File: src/sv/gtg_pkg.sv
package gtg_pkg;

    localparam int CordicStepsDefault = 16;
    localparam int AtanEntries = 24;

    localparam logic signed [19:0] AngPi     = 20'sd205887;
    localparam logic signed [19:0] AngHalfPi = 20'sd102944;
    localparam logic signed [20:0] AngTwoPi  = 21'sd411775;
    localparam logic [15:0] InvGainQ16 = 16'd39797;

    localparam logic [2:0] CFG_SPEED_GAIN  = 3'd0;
    localparam logic [2:0] CFG_TURN_GAIN   = 3'd1;
    localparam logic [2:0] CFG_ARRIVAL     = 3'd2;
    localparam logic [2:0] CFG_CLAMP       = 3'd3;
    localparam logic [2:0] CFG_SAFETY      = 3'd4;

    localparam logic [15:0] RstSpeedGain = 16'd8192;
    localparam logic [15:0] RstTurnGain  = 16'd15565;
    localparam logic [31:0] RstArrival   = 32'd19661;
    localparam logic [31:0] RstClamp     = 32'd65536;
    localparam logic [15:0] RstSafety    = 16'd49152;

    typedef struct packed {
        logic               func;
        logic signed [31:0] goal_x;
        logic signed [31:0] goal_y;
        logic signed [31:0] pose_x;
        logic signed [31:0] pose_y;
        logic signed [15:0] quat_x;
        logic signed [15:0] quat_y;
        logic signed [15:0] quat_z;
        logic signed [15:0] quat_w;
        logic               estimator_ready;
        logic [15:0]        safety_prob;
    } in_word_t;

    typedef struct packed {
        logic signed [15:0] linear_cmd;
        logic signed [15:0] angular_cmd;
        logic               goal_reached;
        logic               safety_blocked;
    } out_word_t;

    typedef struct packed {
        logic [2:0]  index;
        logic [31:0] data;
    } cfg_word_t;

    function automatic logic [16:0] atan_lookup(input logic [4:0] i);
        logic [16:0] r;
        case (i)
            5'd0:  r = 17'd51472;
            5'd1:  r = 17'd30385;
            5'd2:  r = 17'd16054;
            5'd3:  r = 17'd8150;
            5'd4:  r = 17'd4091;
            5'd5:  r = 17'd2047;
            5'd6:  r = 17'd1024;
            5'd7:  r = 17'd512;
            5'd8:  r = 17'd256;
            5'd9:  r = 17'd128;
            5'd10: r = 17'd64;
            5'd11: r = 17'd32;
            5'd12: r = 17'd16;
            5'd13: r = 17'd8;
            5'd14: r = 17'd4;
            5'd15: r = 17'd2;
            5'd16: r = 17'd1;
            default: r = 17'd0;
        endcase
        return r;
    endfunction

endpackage

File: src/sv/gtg_if.sv


interface gtg_cfg_if;
    import gtg_pkg::*;
    logic      valid;
    logic      ready;
    cfg_word_t data;
    modport source (output valid, output data, input ready);
    modport sink (input valid, input data, output ready);
endinterface

File: src/sv/gtg_cfg.sv
module gtg_cfg (
    input  logic        clk,
    input  logic        rst_n,
    gtg_cfg_if.sink     cfg,
    output logic [15:0] speed_gain,
    output logic [15:0] turn_gain,
    output logic [31:0] arrival_radius,
    output logic [31:0] distance_clamp,
    output logic [15:0] safety_threshold
);
    import gtg_pkg::*;

    logic [15:0] sg_reg, tg_reg, st_reg;
    logic [31:0] ar_reg, dc_reg;

    assign cfg.ready = 1'b1;

    always_ff @(posedge clk or negedge rst_n)
    begin
        if (!rst_n)
        begin
            sg_reg <= RstSpeedGain;
            tg_reg <= RstTurnGain;
            ar_reg <= RstArrival;
            dc_reg <= RstClamp;
            st_reg <= RstSafety;
        end
        else if (cfg.valid)
        begin
            case (cfg.data.index)
                CFG_SPEED_GAIN: sg_reg <= cfg.data.data[15:0];
                CFG_TURN_GAIN:  tg_reg <= cfg.data.data[15:0];
                CFG_ARRIVAL:    ar_reg <= cfg.data.data;
                CFG_CLAMP:      dc_reg <= cfg.data.data;
                CFG_SAFETY:     st_reg <= cfg.data.data[15:0];
                default: ;
            endcase
        end
    end

    assign speed_gain       = sg_reg;
    assign turn_gain        = tg_reg;
    assign arrival_radius   = ar_reg;
    assign distance_clamp   = dc_reg;
    assign safety_threshold = st_reg;

endmodule

File: src/flat_wrapper.sv
// flat-port wrapper written by rule: the top's interface ports become plain ports
module gtg_cfg_flat import gtg_pkg::*;
  (clk, rst_n, speed_gain, turn_gain, arrival_radius, distance_clamp, safety_threshold, cfg_valid, cfg_data, cfg_ready);
  gtg_cfg_if cfg_i ();
  input  logic clk;
  input  logic rst_n;
  output logic [15:0] speed_gain;
  output logic [15:0] turn_gain;
  output logic [31:0] arrival_radius;
  output logic [31:0] distance_clamp;
  output logic [15:0] safety_threshold;
  input wire logic [$bits(cfg_i.valid)-1:0] cfg_valid;
  input wire logic [$bits(cfg_i.data)-1:0] cfg_data;
  output wire logic [$bits(cfg_i.ready)-1:0] cfg_ready;
  assign cfg_i.valid = cfg_valid;
  assign cfg_i.data = cfg_data;
  assign cfg_ready = cfg_i.ready;
  gtg_cfg u_core (.clk(clk), .rst_n(rst_n), .cfg(cfg_i), .speed_gain(speed_gain), .turn_gain(turn_gain), .arrival_radius(arrival_radius), .distance_clamp(distance_clamp), .safety_threshold(safety_threshold));
endmodule
File: config.mk
export PLATFORM = sky130hd
export DESIGN_NAME = gtg_cfg_flat
export DESIGN_NICKNAME = d
export VERILOG_FILES = /design/src/sv/gtg_pkg.sv /design/src/sv/gtg_if.sv /design/src/sv/gtg_cfg.sv /design/src/flat_wrapper.sv
export SDC_FILE = /design/constraint.sdc
export NUM_CORES = 1
export LEC_CHECK = 0
export BUFFER_PORTS_ARGS = -buffer_cell sky130_fd_sc_hd__buf_2
export CORE_MARGIN = 1.5
export CORE_UTILIZATION = 53
export CTS_CLUSTER_SIZE = 14
export DETAILED_ROUTE_END_ITERATION = 10
export PLACE_DENSITY = 0.95
export SLEW_MARGIN = 30
export SYNTH_ARGS = -nofsm -noshare
export SYNTH_HDL_FRONTEND = slang
export SYNTH_SLANG_ARGS = --single-unit
File: constraint.sdc
create_clock -name clk -period 2.5 [get_ports clk]
set_clock_uncertainty 0.2 [all_clocks]
set_input_delay 0.5 -clock clk [delete_from_list [all_inputs] [get_ports clk]]
set_output_delay 0.5 -clock clk [all_outputs]
set_load 0.1 [all_outputs]
* Word-level counts from Yosys, hierarchy flattened *
Index checks and enable logic that the tools add are counted.

word-level totals
  flip-flop bits (word level) = 112
  input port bits = 38
  output and inout port bits = 113
  word-level logic and storage cells = 15

cells by class
  eq/ne operators = 4
  reduce and logical (&&, ||, !) cells = 6

operators with widths
  operator                                                         count
  2-bit AND reduction                                              5
  3-bit by 2-bit == test with 1-bit output, second input constant  2
  3-bit by 1-bit == test with 1-bit output, second input constant  1
  3-bit == test, second input constant                             1
  3-bit logical NOT                                                1

* Logic depth before layout (Yosys ltp) *
Gate-level depths: netlist of the first run.

  depth after elaboration = 2
  mapped depth = 4
  mapped depth without buffers = 2

* Worst setup path before layout of the first run *
No wires, ideal clock.

  path type = input port to flip-flop
  from = input cfg_data[33]
  to = register u_core.sg_reg[10], in the netlist u_core.speed_gain[10]
  setup time = 0.125 ns
  arrival time = 1.460 ns
  required time = 2.175 ns
  path slack = 0.715 ns
  cell stages on the path = 3
  path buffers = 1
  cells stage by stage = nor4b_4 > buf_6 > mux2_2

on the way
  word-level cells in the longest chain between the ends = 2

RTL lines
  what                                  RTL line            text
  start, declared                       flat_wrapper.sv:13  input wire logic [$bits(cfg_i.data)-1:0] cfg_data;
  3-bit logical NOT                     gtg_cfg.sv:30       case (cfg.data.index)
  2-bit AND reduction (no source line)  n/a
  end signal, assigned                  gtg_cfg.sv:22       sg_reg <= RstSpeedGain;
  end signal, assigned                  gtg_cfg.sv:31       CFG_SPEED_GAIN: sg_reg <= cfg.data.data[15:0];
  end, declared                         gtg_cfg.sv:13       logic [15:0] sg_reg, tg_reg, st_reg;

Every way passes these cells.
A chain may end at the register's enable or synchronous reset.

* Worst setup path after layout of the first run *
  from = register u_core.tg_reg[6], in the netlist u_core.turn_gain[6]
  to = output turn_gain[6]

RTL lines
  what                    RTL line           text
  start, declared         gtg_cfg.sv:13
  start signal, assigned  gtg_cfg.sv:23      tg_reg <= RstTurnGain;
  start signal, assigned  gtg_cfg.sv:32      CFG_TURN_GAIN: tg_reg <= cfg.data.data[15:0];
  end, declared           flat_wrapper.sv:8  output logic [15:0] turn_gain;

No word-level cell between the ends.

==> results of run 1 <==
-- cells by family after synthesis --
| kind of cell | after synthesis |
|---|---|
| and+or+nand+nor | 5 |
| other | 1 |
| muxes | 112 |
| buffers and inverters | 13 |
| DFF | 112 |
-- metrics by stage --
| stage | hold slack [ns] | std cells |
|---|---|---|
| final | -0.0114 | 505 |
| after CTS | 0.0366 | 505 |
| after global routing | 0.0624 | 505 |
| after global placement | 0.274 | 489 |
| after floorplan | 0.00441 | 243 |
| after detailed placement | 0.289 | 489 |
-- metal layers --
| layer | up-vias | share of wire | GRT usage |
|---|---|---|---|
| met4 | 0 | 0.0065 | 0.0606 |
| met3 | 6 | 0.058 | 0.0443 |
| li1 | 1166 | - | - |
| met1 | 1340 | 0.42 | 0.268 |
| met2 | 90 | 0.51 | 0.342 |
| met5 | - | 0 | 0 |
-- state kept, by name (all words and copies together), names as in the netlist --
name                     cells
u_core.speed_gain           16
u_core.arrival_radius       32
u_core.distance_clamp       32
u_core.safety_threshold     16
u_core.turn_gain            16
-- cells in the mapped netlist --
cell type / count
and4bb_1: 1
and4bb_2: 1
buf_2: 4
buf_4: 1
buf_6: 8
conb_1: 1
dfrtp_1: 91
dfstp_2: 21
mux2_1: 3
mux2_2: 107
mux2_4: 2
nand4b_1: 1
nor4b_4: 1
nor4bb_1: 1
-- worst max-delay path by stage --
stage,from,endpoint,slack [ns],cells past startpoint
finish,u_core.turn_gain[6]$_DFFE_PN1P_,turn_gain[6],0.48,1
global route,u_core.speed_gain[13]$_DFFE_PN1P_,speed_gain[13],0.43,1
CTS,u_core.turn_gain[6]$_DFFE_PN1P_,turn_gain[6],0.46,1
detailed placement,cfg_data[32],u_core.arrival_radius[27]$_DFFE_PN0P_,0.48,4
global placement,cfg_data[32],u_core.arrival_radius[16]$_DFFE_PN0P_,0.52,4
floorplan,cfg_data[33],u_core.speed_gain[10]$_DFFE_PN0P_,0.71,3
-- area by class of cell --
class	count	area (um^2)	share of cell area
clock buffer	11	131	0.0246
clock inverter	5	57.6	0.0108
tap	102	128	0.0239
multi-input combinational	118	1360	0.254
sequential	112	2830	0.530
timing repair buffer	157	833	0.156
==> impl_metrics.ini, run 1 <==
[timing]
setup_ws_ns = 0.478
max_freq_ghz = 0.495
max_slew.worst_pin.slew_ns = 0.590
hold_ws_ns = -0.0114
finalCriticalPeriod_ns = 2.02
report.final.slew_viol_count = 0
hold_violations = 11
setup_tns_ns = 0
rsz0062_at_grt = no
finalCritPeriodShare = 0.809
slew-limit-headroom = 0.606
setup_viol = 0

[cells_and_area]
drive_gt1_frac = 0.754
layout_commonest_cell = buf_2
final_util = 0.687
design_area_mm2 = 0.00533
fillers = 575
fin_nets = 436
antenna_cells = 0
layout_common_cells = buf_2, mux2_2, dfrtp_1
area_growth_pct = 24.4

[run_status]
outcome = complete, but fails checks
violations = negative hold slack

[yosys]
syn-num-nets = 281
synthTopCellsByArea = dfrtp_1, mux2_2, dfstp_2
synthAdderAreaFrac = 0
synth-compound-area-share = 0
synth-simple-area-share = 0.0158
synthCells = 243
syn_area_per_cell_um2 = 17.6
syn_area_mm2 = 0.00429
synthMuxAreaShare = 0.296
synth-xor-area-share = 0
synth.distinct_cells = 14
ys_ff_latch = 112
synth_top_family_by_area = multiplexers
synth_largest_area_cell = dfrtp_1
yosysWarnings = 0
yosys.area.top_type_share = 0.531
seq_area_frac_synth = 0.660

[critical_path]
path_class = register to output port
crit_slowest_cell = dfstp_2
critical_path.max_stage_delay_ns = 0.55
cp-start-kind = register
path_delay_family = flip-flops
worstSetupEndpointType = output port
crit_arrival_ns = 1.32
path_cells = buf_2
reg2regPathDepth = 1
path_buf_inv = 1
r2r-end = u_core.speed_gain[0]$_DFFE_PN0P_
worstPathMaxFanout = 2
r2r_slack_ns = 1.52
reg2reg_from = u_core.speed_gain[0]$_DFFE_PN0P_
critPathRequiredTime_ns = 1.80

[clock_tree]
cts_sinks = 112
numCtsBuffers = 9
clock_latency_ns = 0.34
postCtsSetupRepairBufs = 0
cts_root_buffer = clkbuf_8
htreeDepth = 3
cts_tree = yes
cts_hold_buf = 0
cts.repair.resized = 0
worst_setup_hold_path_clk_slew_ns = 0.11
clk_path_buf_depth = 2

[global_route]
antenna_found_initial = 0
grt_pass1_wl_um = 13600
grt_max_degree = 113
grt_use_total = 0.204
gr-total-overflow = 0
grt_pass1_vias = 2709

[min_path]
hold_class = primary input to async pin

[placed_design]
dp_slack_ns = 0.481
dp_hpwl_um = 6170
place_area_mm2 = 0.00514
gp_congestion = 0.736
portBuffers = 149

[detailed_routing]
wire_per_inst_um = 16.7
drt_pre_antenna_iters = 4
ant_nets = 0
vias_per_cell = 5.15
vias = 2602
drt_iter0_markers = 41
wirelength_um = 8440
route.detailed.drc = 0

[floorplanning]
dieWidth_um = 92.9
die_h_um = 92.9
dieArea_mm2 = 0.00864
coreArea_mm2 = 0.00777
rows = 32
start_util = 0.552
pin_count = 151

[flow_run]
maxCapViolCount = 0
Power of run 1 is not shown: default switching activity piles up to over one toggle a cycle in this logic, so the estimate is an artifact.
==> inputs of run 2 (changes only) <==
--- a/config.mk
+++ b/config.mk
@@ -7,10 +7,10 @@
 export LEC_CHECK = 0
 export BUFFER_PORTS_ARGS = -buffer_cell sky130_fd_sc_hd__buf_2
 export CORE_MARGIN = 1.5
-export CORE_UTILIZATION = 53
+export CORE_UTILIZATION = 49
 export CTS_CLUSTER_SIZE = 14
 export DETAILED_ROUTE_END_ITERATION = 10
-export PLACE_DENSITY = 0.95
+export PLACE_DENSITY = 0.9
 export SLEW_MARGIN = 30
 export SYNTH_ARGS = -nofsm -noshare
 export SYNTH_HDL_FRONTEND = slang
==> constraint.sdc (replaced) <==
create_clock -name clk -period 2.1 [get_ports clk]
set_clock_uncertainty 0.2 [all_clocks]
set_input_delay 0.42 -clock clk [delete_from_list [all_inputs] [get_ports clk]]
set_output_delay 0.42 -clock clk [all_outputs]
set_load 0.1 [all_outputs]
==> impl_metrics.ini, run 2 (same netlist as run 1, synthesis figures left out) <==
[critical_path]
path_delay_family = flip-flops
path_cells = buf_2
r2r_slack_ns = 1.11
crit_arrival_ns = 1.32
critical_path.max_stage_delay_ns = 0.55
path_buf_inv = 1
crit_slowest_cell = dfstp_2
reg2reg_from = u_core.arrival_radius[5]$_DFFE_PN0P_
reg2regPathDepth = 1
worstPathMaxFanout = 2
cp-start-kind = register
path_class = register to output port
r2r-end = u_core.arrival_radius[5]$_DFFE_PN0P_
critPathRequiredTime_ns = 1.48
crit_end = turn_gain[10]
worstSetupPathDepth = 1
crit_start = u_core.turn_gain[10]$_DFFE_PN1P_
worstSetupEndpointType = output port

[clock_tree]
worst_setup_hold_path_clk_slew_ns = 0.10
numCtsBuffers = 9
clock_latency_ns = 0.34
clk_path_buf_depth = 2
postCtsSetupRepairBufs = 0
cts_root_buffer = clkbuf_8
htreeDepth = 3
cts_sinks = 112
cts_tree = yes

[global_route]
gr-total-overflow = 0
antenna_found_initial = 0
grt_max_degree = 47
grt_pass1_vias = 2714
grt_pass1_wl_um = 13500
grt_use_total = 0.193

[detailed_routing]
vias = 2588
drt_iter0_markers = 19
wirelength_um = 8700
drt_pre_antenna_iters = 3
vias_per_cell = 5.06
wire_per_inst_um = 17.0
ant_nets = 0
route.detailed.drc = 0

[min_path]
min_path_cells = 2
hold_class = primary input to register

[run_status]
outcome = finished, final reports clean

[flow_run]
maxCapViolCount = 0

[timing]
max_freq_ghz = 0.516
setup_viol = 0
rsz0062_at_grt = no
report.final.slew_viol_count = 0
setup_tns_ns = 0
finalCriticalPeriod_ns = 1.94
finalCritPeriodShare = 0.924
hold_violations = 0

[floorplanning]
dieArea_mm2 = 0.00932
coreArea_mm2 = 0.00834
pin_count = 151
die_h_um = 96.5
rows = 33
dieWidth_um = 96.5
start_util = 0.514

[placed_design]
dp_hpwl_um = 6280
gp_congestion = 0.749
portBuffers = 149

[cells_and_area]
area_growth_pct = 25.8
layout_commonest_cell = buf_2
fin_nets = 439
multi_input_area_mm2 = 0.00136
antenna_cells = 0
seqCellArea_mm2 = 0.00283
layout_common_cells = buf_2, mux2_2, dfrtp_1
drive_gt1_frac = 0.749
fillers = 621
[run 2: repair_timing]
item	CTS	global route
hold endpoints to repair	18	0
gates resized for setup	0	0
hold buffers	1	0
[run 2: layout make-up]
class,instances,area share
Multi-Input combinational cell,118,0.251
Clock buffer,13,0.0257
Tap cell,105,0.0244
Sequential cell,112,0.524
Timing Repair Buffer,160,0.166
Clock inverter,3,0.00812
[run 2: metal layers]
metal	GRT usage	routed length [um]	vias to the layer above
met3	0.0485	512	9
met2	0.326	4330	91
met5	0	0	-
met4	0.0616	95	0
li1	-	-	1177
met1	0.244	3760	1311
[run 2: worst min path at each step]
| stage | start | endpoint | slack, ns |
|---|---|---|---|
| final | cfg_data[20] | u_core.arrival_radius[20]$_DFFE_PN0P_ | 0.1 |
| after global routing | cfg_data[19] | u_core.arrival_radius[19]$_DFFE_PN0P_ | 0.09 |
| after CTS | cfg_data[20] | u_core.arrival_radius[20]$_DFFE_PN0P_ | 0.08 |
| after detailed placement | rst_n | u_core.distance_clamp[12]$_DFFE_PN0P_ | 0.15 |
| after global placement | rst_n | u_core.distance_clamp[12]$_DFFE_PN0P_ | 0.15 |
| after floorplan | rst_n | u_core.arrival_radius[12]$_DFFE_PN0P_ | -0.08 |
[run 2: stage by stage]
stage | cells | cell area [um^2] | hold WS (ns) | util | setup WS (ns)
4_1_cts | 511 | 5390 | 0.0827 | 0.647 | 0.135
3_3_place_gp | 494 | 5200 | 0.148 | 0.624 | 0.221
6_report | 511 | 5390 | 0.0967 | 0.647 | 0.161
3_5_place_dp | 494 | 5200 | 0.148 | 0.624 | 0.170
5_1_grt | 511 | 5390 | 0.0907 | 0.647 | 0.113
2_1_floorplan | 243 | 4290 | -0.0756 | - | 0.395
Power of run 2 is left out for the same reason.
==> inputs of run 3 (changes only) <==
--- a/config.mk
+++ b/config.mk
@@ -5,9 +5,10 @@
 export SDC_FILE = /design/constraint.sdc
 export NUM_CORES = 1
 export LEC_CHECK = 0
+export ABC_AREA = 1
 export BUFFER_PORTS_ARGS = -buffer_cell sky130_fd_sc_hd__buf_2
 export CORE_MARGIN = 1.5
-export CORE_UTILIZATION = 49
+export CORE_UTILIZATION = 50
 export CTS_CLUSTER_SIZE = 14
 export DETAILED_ROUTE_END_ITERATION = 10
 export PLACE_DENSITY = 0.9
==> impl_metrics.ini, run 3 <==
[run_status]
outcome = finished, final reports clean

[clock_tree]
cts.repair.resized = 0
cts_sinks = 112
numCtsBuffers = 9
clk_path_buf_depth = 2
cts_root_buffer = clkbuf_8
cts_tree = yes
clock_latency_ns = 0.34
worst_setup_hold_path_clk_slew_ns = 0.11
htreeDepth = 3

[critical_path]
crit_arrival_ns = 1.35
critPathRequiredTime_ns = 1.48
cp-start-kind = register
worstPathMaxFanout = 2
r2r_slack_ns = 1.15
path_cells = buf_2
path_class = register to output port
critical_path.max_stage_delay_ns = 0.57
r2r-end = u_core.speed_gain[13]$_DFFE_PN1P_
path_buf_inv = 1
crit_slowest_cell = dfstp_2
worstSetupEndpointType = output port
path_delay_family = flip-flops
reg2reg_from = u_core.speed_gain[13]$_DFFE_PN1P_
reg2regPathDepth = 2

[cells_and_area]
layout_commonest_cell = nand2_1
multi_input_area_mm2 = 0.00147
area_growth_pct = 23.8
seqCellArea_mm2 = 0.00283
antenna_cells = 0
layout.cells.non_filler = 752
fillers = 763
layout_common_cells = nand2_1, buf_2, nand3_1
fin_nets = 677
drive_gt1_frac = 0.317

[timing]
hold_violations = 0
max_freq_ghz = 0.509
setup_viol = 0
slew-limit-headroom = 0.594
rsz0062_at_grt = no
report.final.slew_viol_count = 0
finalCritPeriodShare = 0.936
max_slew.worst_pin.slew_ns = 0.609
setup_tns_ns = 0
finalCriticalPeriod_ns = 1.97

[detailed_routing]
vias = 3911
drt_iter0_markers = 311
ant_nets = 0
drt_pre_antenna_iters = 5
wire_per_inst_um = 15.5
vias_per_cell = 5.20
route.detailed.drc = 0
wirelength_um = 11700

[yosys]
seq_area_frac_synth = 0.634
yosysWarnings = 0
synthCells = 496
syn_area_mm2 = 0.00446
async_flop_share = 1.00
ys_ff_latch = 112
synth.most_common_cell = nand2_1
synth.distinct_cells = 13
synth_largest_area_cell = dfrtp_1
synthFlopType = dfrtp_1
syn_area_per_cell_um2 = 9.00
synthTopCellsByArea = dfrtp_1, nand2_1, nand3_1
synth.cells.most_frequent = nand2_1, nand3_1, dfrtp_1
synth_edf_count = 0
yosys.area.top_type_share = 0.510
syn-num-nets = 534

[global_route]
grt_pass1_vias = 3754
gr-total-overflow = 0
globalRouteMet3Util = 0.0403
grt_use_total = 0.250
grt_max_degree = 113
gr-usage-met1 = 0.358
antenna_found_initial = 0
use_met2 = 0.391
grt_busiest_layer = met2
grt_pass1_wl_um = 19100

[power_and_ir_drop]
power_per_cell_area_mw_per_mm2 = 1480
peakVddDrop_uv = 824
power_leakage_nw = 3.17

[placed_design]
portBuffers = 149
dp_hpwl_um = 8020
placed_cells = 735
gp_congestion = 0.834

[floorplanning]
die_h_um = 97.5
dieArea_mm2 = 0.00950
start_util = 0.514
dieWidth_um = 97.5
coreArea_mm2 = 0.00868
pin_count = 151
rows = 34

[min_path]
hold_class = primary input to register
worstHoldStart = cfg_data[16]
worstHoldEndpoint = u_core.distance_clamp[16]$_DFFE_PN1P_
min_path_cells = 3

[flow_run]
maxCapViolCount = 0
-- run 3: cells by family after synthesis --
family,synth area share
buffers and inverters,0.0404
DFF,0.634
other,0.000840
and+or+nand+nor,0.325
-- run 3: how the worst max path moves through the flow --
stage / cells after the start / from / slack (ns) / end
final: 1 / u_core.turn_gain[0]$_DFFE_PN1P_ / 0.13 / turn_gain[0]
after CTS: 1 / u_core.turn_gain[0]$_DFFE_PN1P_ / 0.12 / turn_gain[0]
after global placement: 8 / cfg_data[33] / 0.42 / u_core.arrival_radius[16]$_DFFE_PN0P_
after global routing: 1 / u_core.turn_gain[0]$_DFFE_PN1P_ / 0.11 / turn_gain[0]
after detailed placement: 6 / cfg_data[34] / 0.35 / u_core.safety_threshold[7]$_DFFE_PN0P_
after floorplan: 0 / u_core.arrival_radius[12]$_DFFE_PN0P_ / 0.58 / arrival_radius[12]
-- run 3: routing by layer --
layer,vias up,share of wire
met5,-,0
met4,0,0.019
met3,18,0.069
met2,151,0.48
met1,1875,0.43
li1,1867,-
-- run 3: layout make-up --
type | instances | area share
Clock buffer | 12 | 0.0245
Timing Repair Buffer | 165 | 0.160
Tap cell | 108 | 0.0245
Inverter | 4 | 0.00272
Multi-Input combinational cell | 347 | 0.266
Clock inverter | 4 | 0.00997
Sequential cell | 112 | 0.512
-- run 3: repair_timing --
item | in CTS | in global routing
buffers inserted | 0 | 0
hold endpoints to repair | 91 | 0
hold buffers | 1 | 0
-- run 3: per-stage QoR --
step	worst slack (ns)	util	hold WS [ns]	power [mW]	area [um^2]
6_report	0.134	0.636	0.0863	8.19	5520
3_5_place_dp	0.349	0.613	0.253	6.97	5320
5_1_grt	0.108	0.636	0.0947	8.49	5520
2_1_floorplan	0.582	-	-0.0756	6.27	4460
3_3_place_gp	0.419	0.613	0.248	6.91	5320
4_1_cts	0.118	0.636	0.0694	8.23	5520
-- run 3: where the power goes --
part	total [mW]	internal [mW]	switching (mW)
registers	2.85	2.61	0.235
clock network	1.27	0.562	0.703
logic	4.08	0.479	3.60
Power figures use the tool's default switching activity.
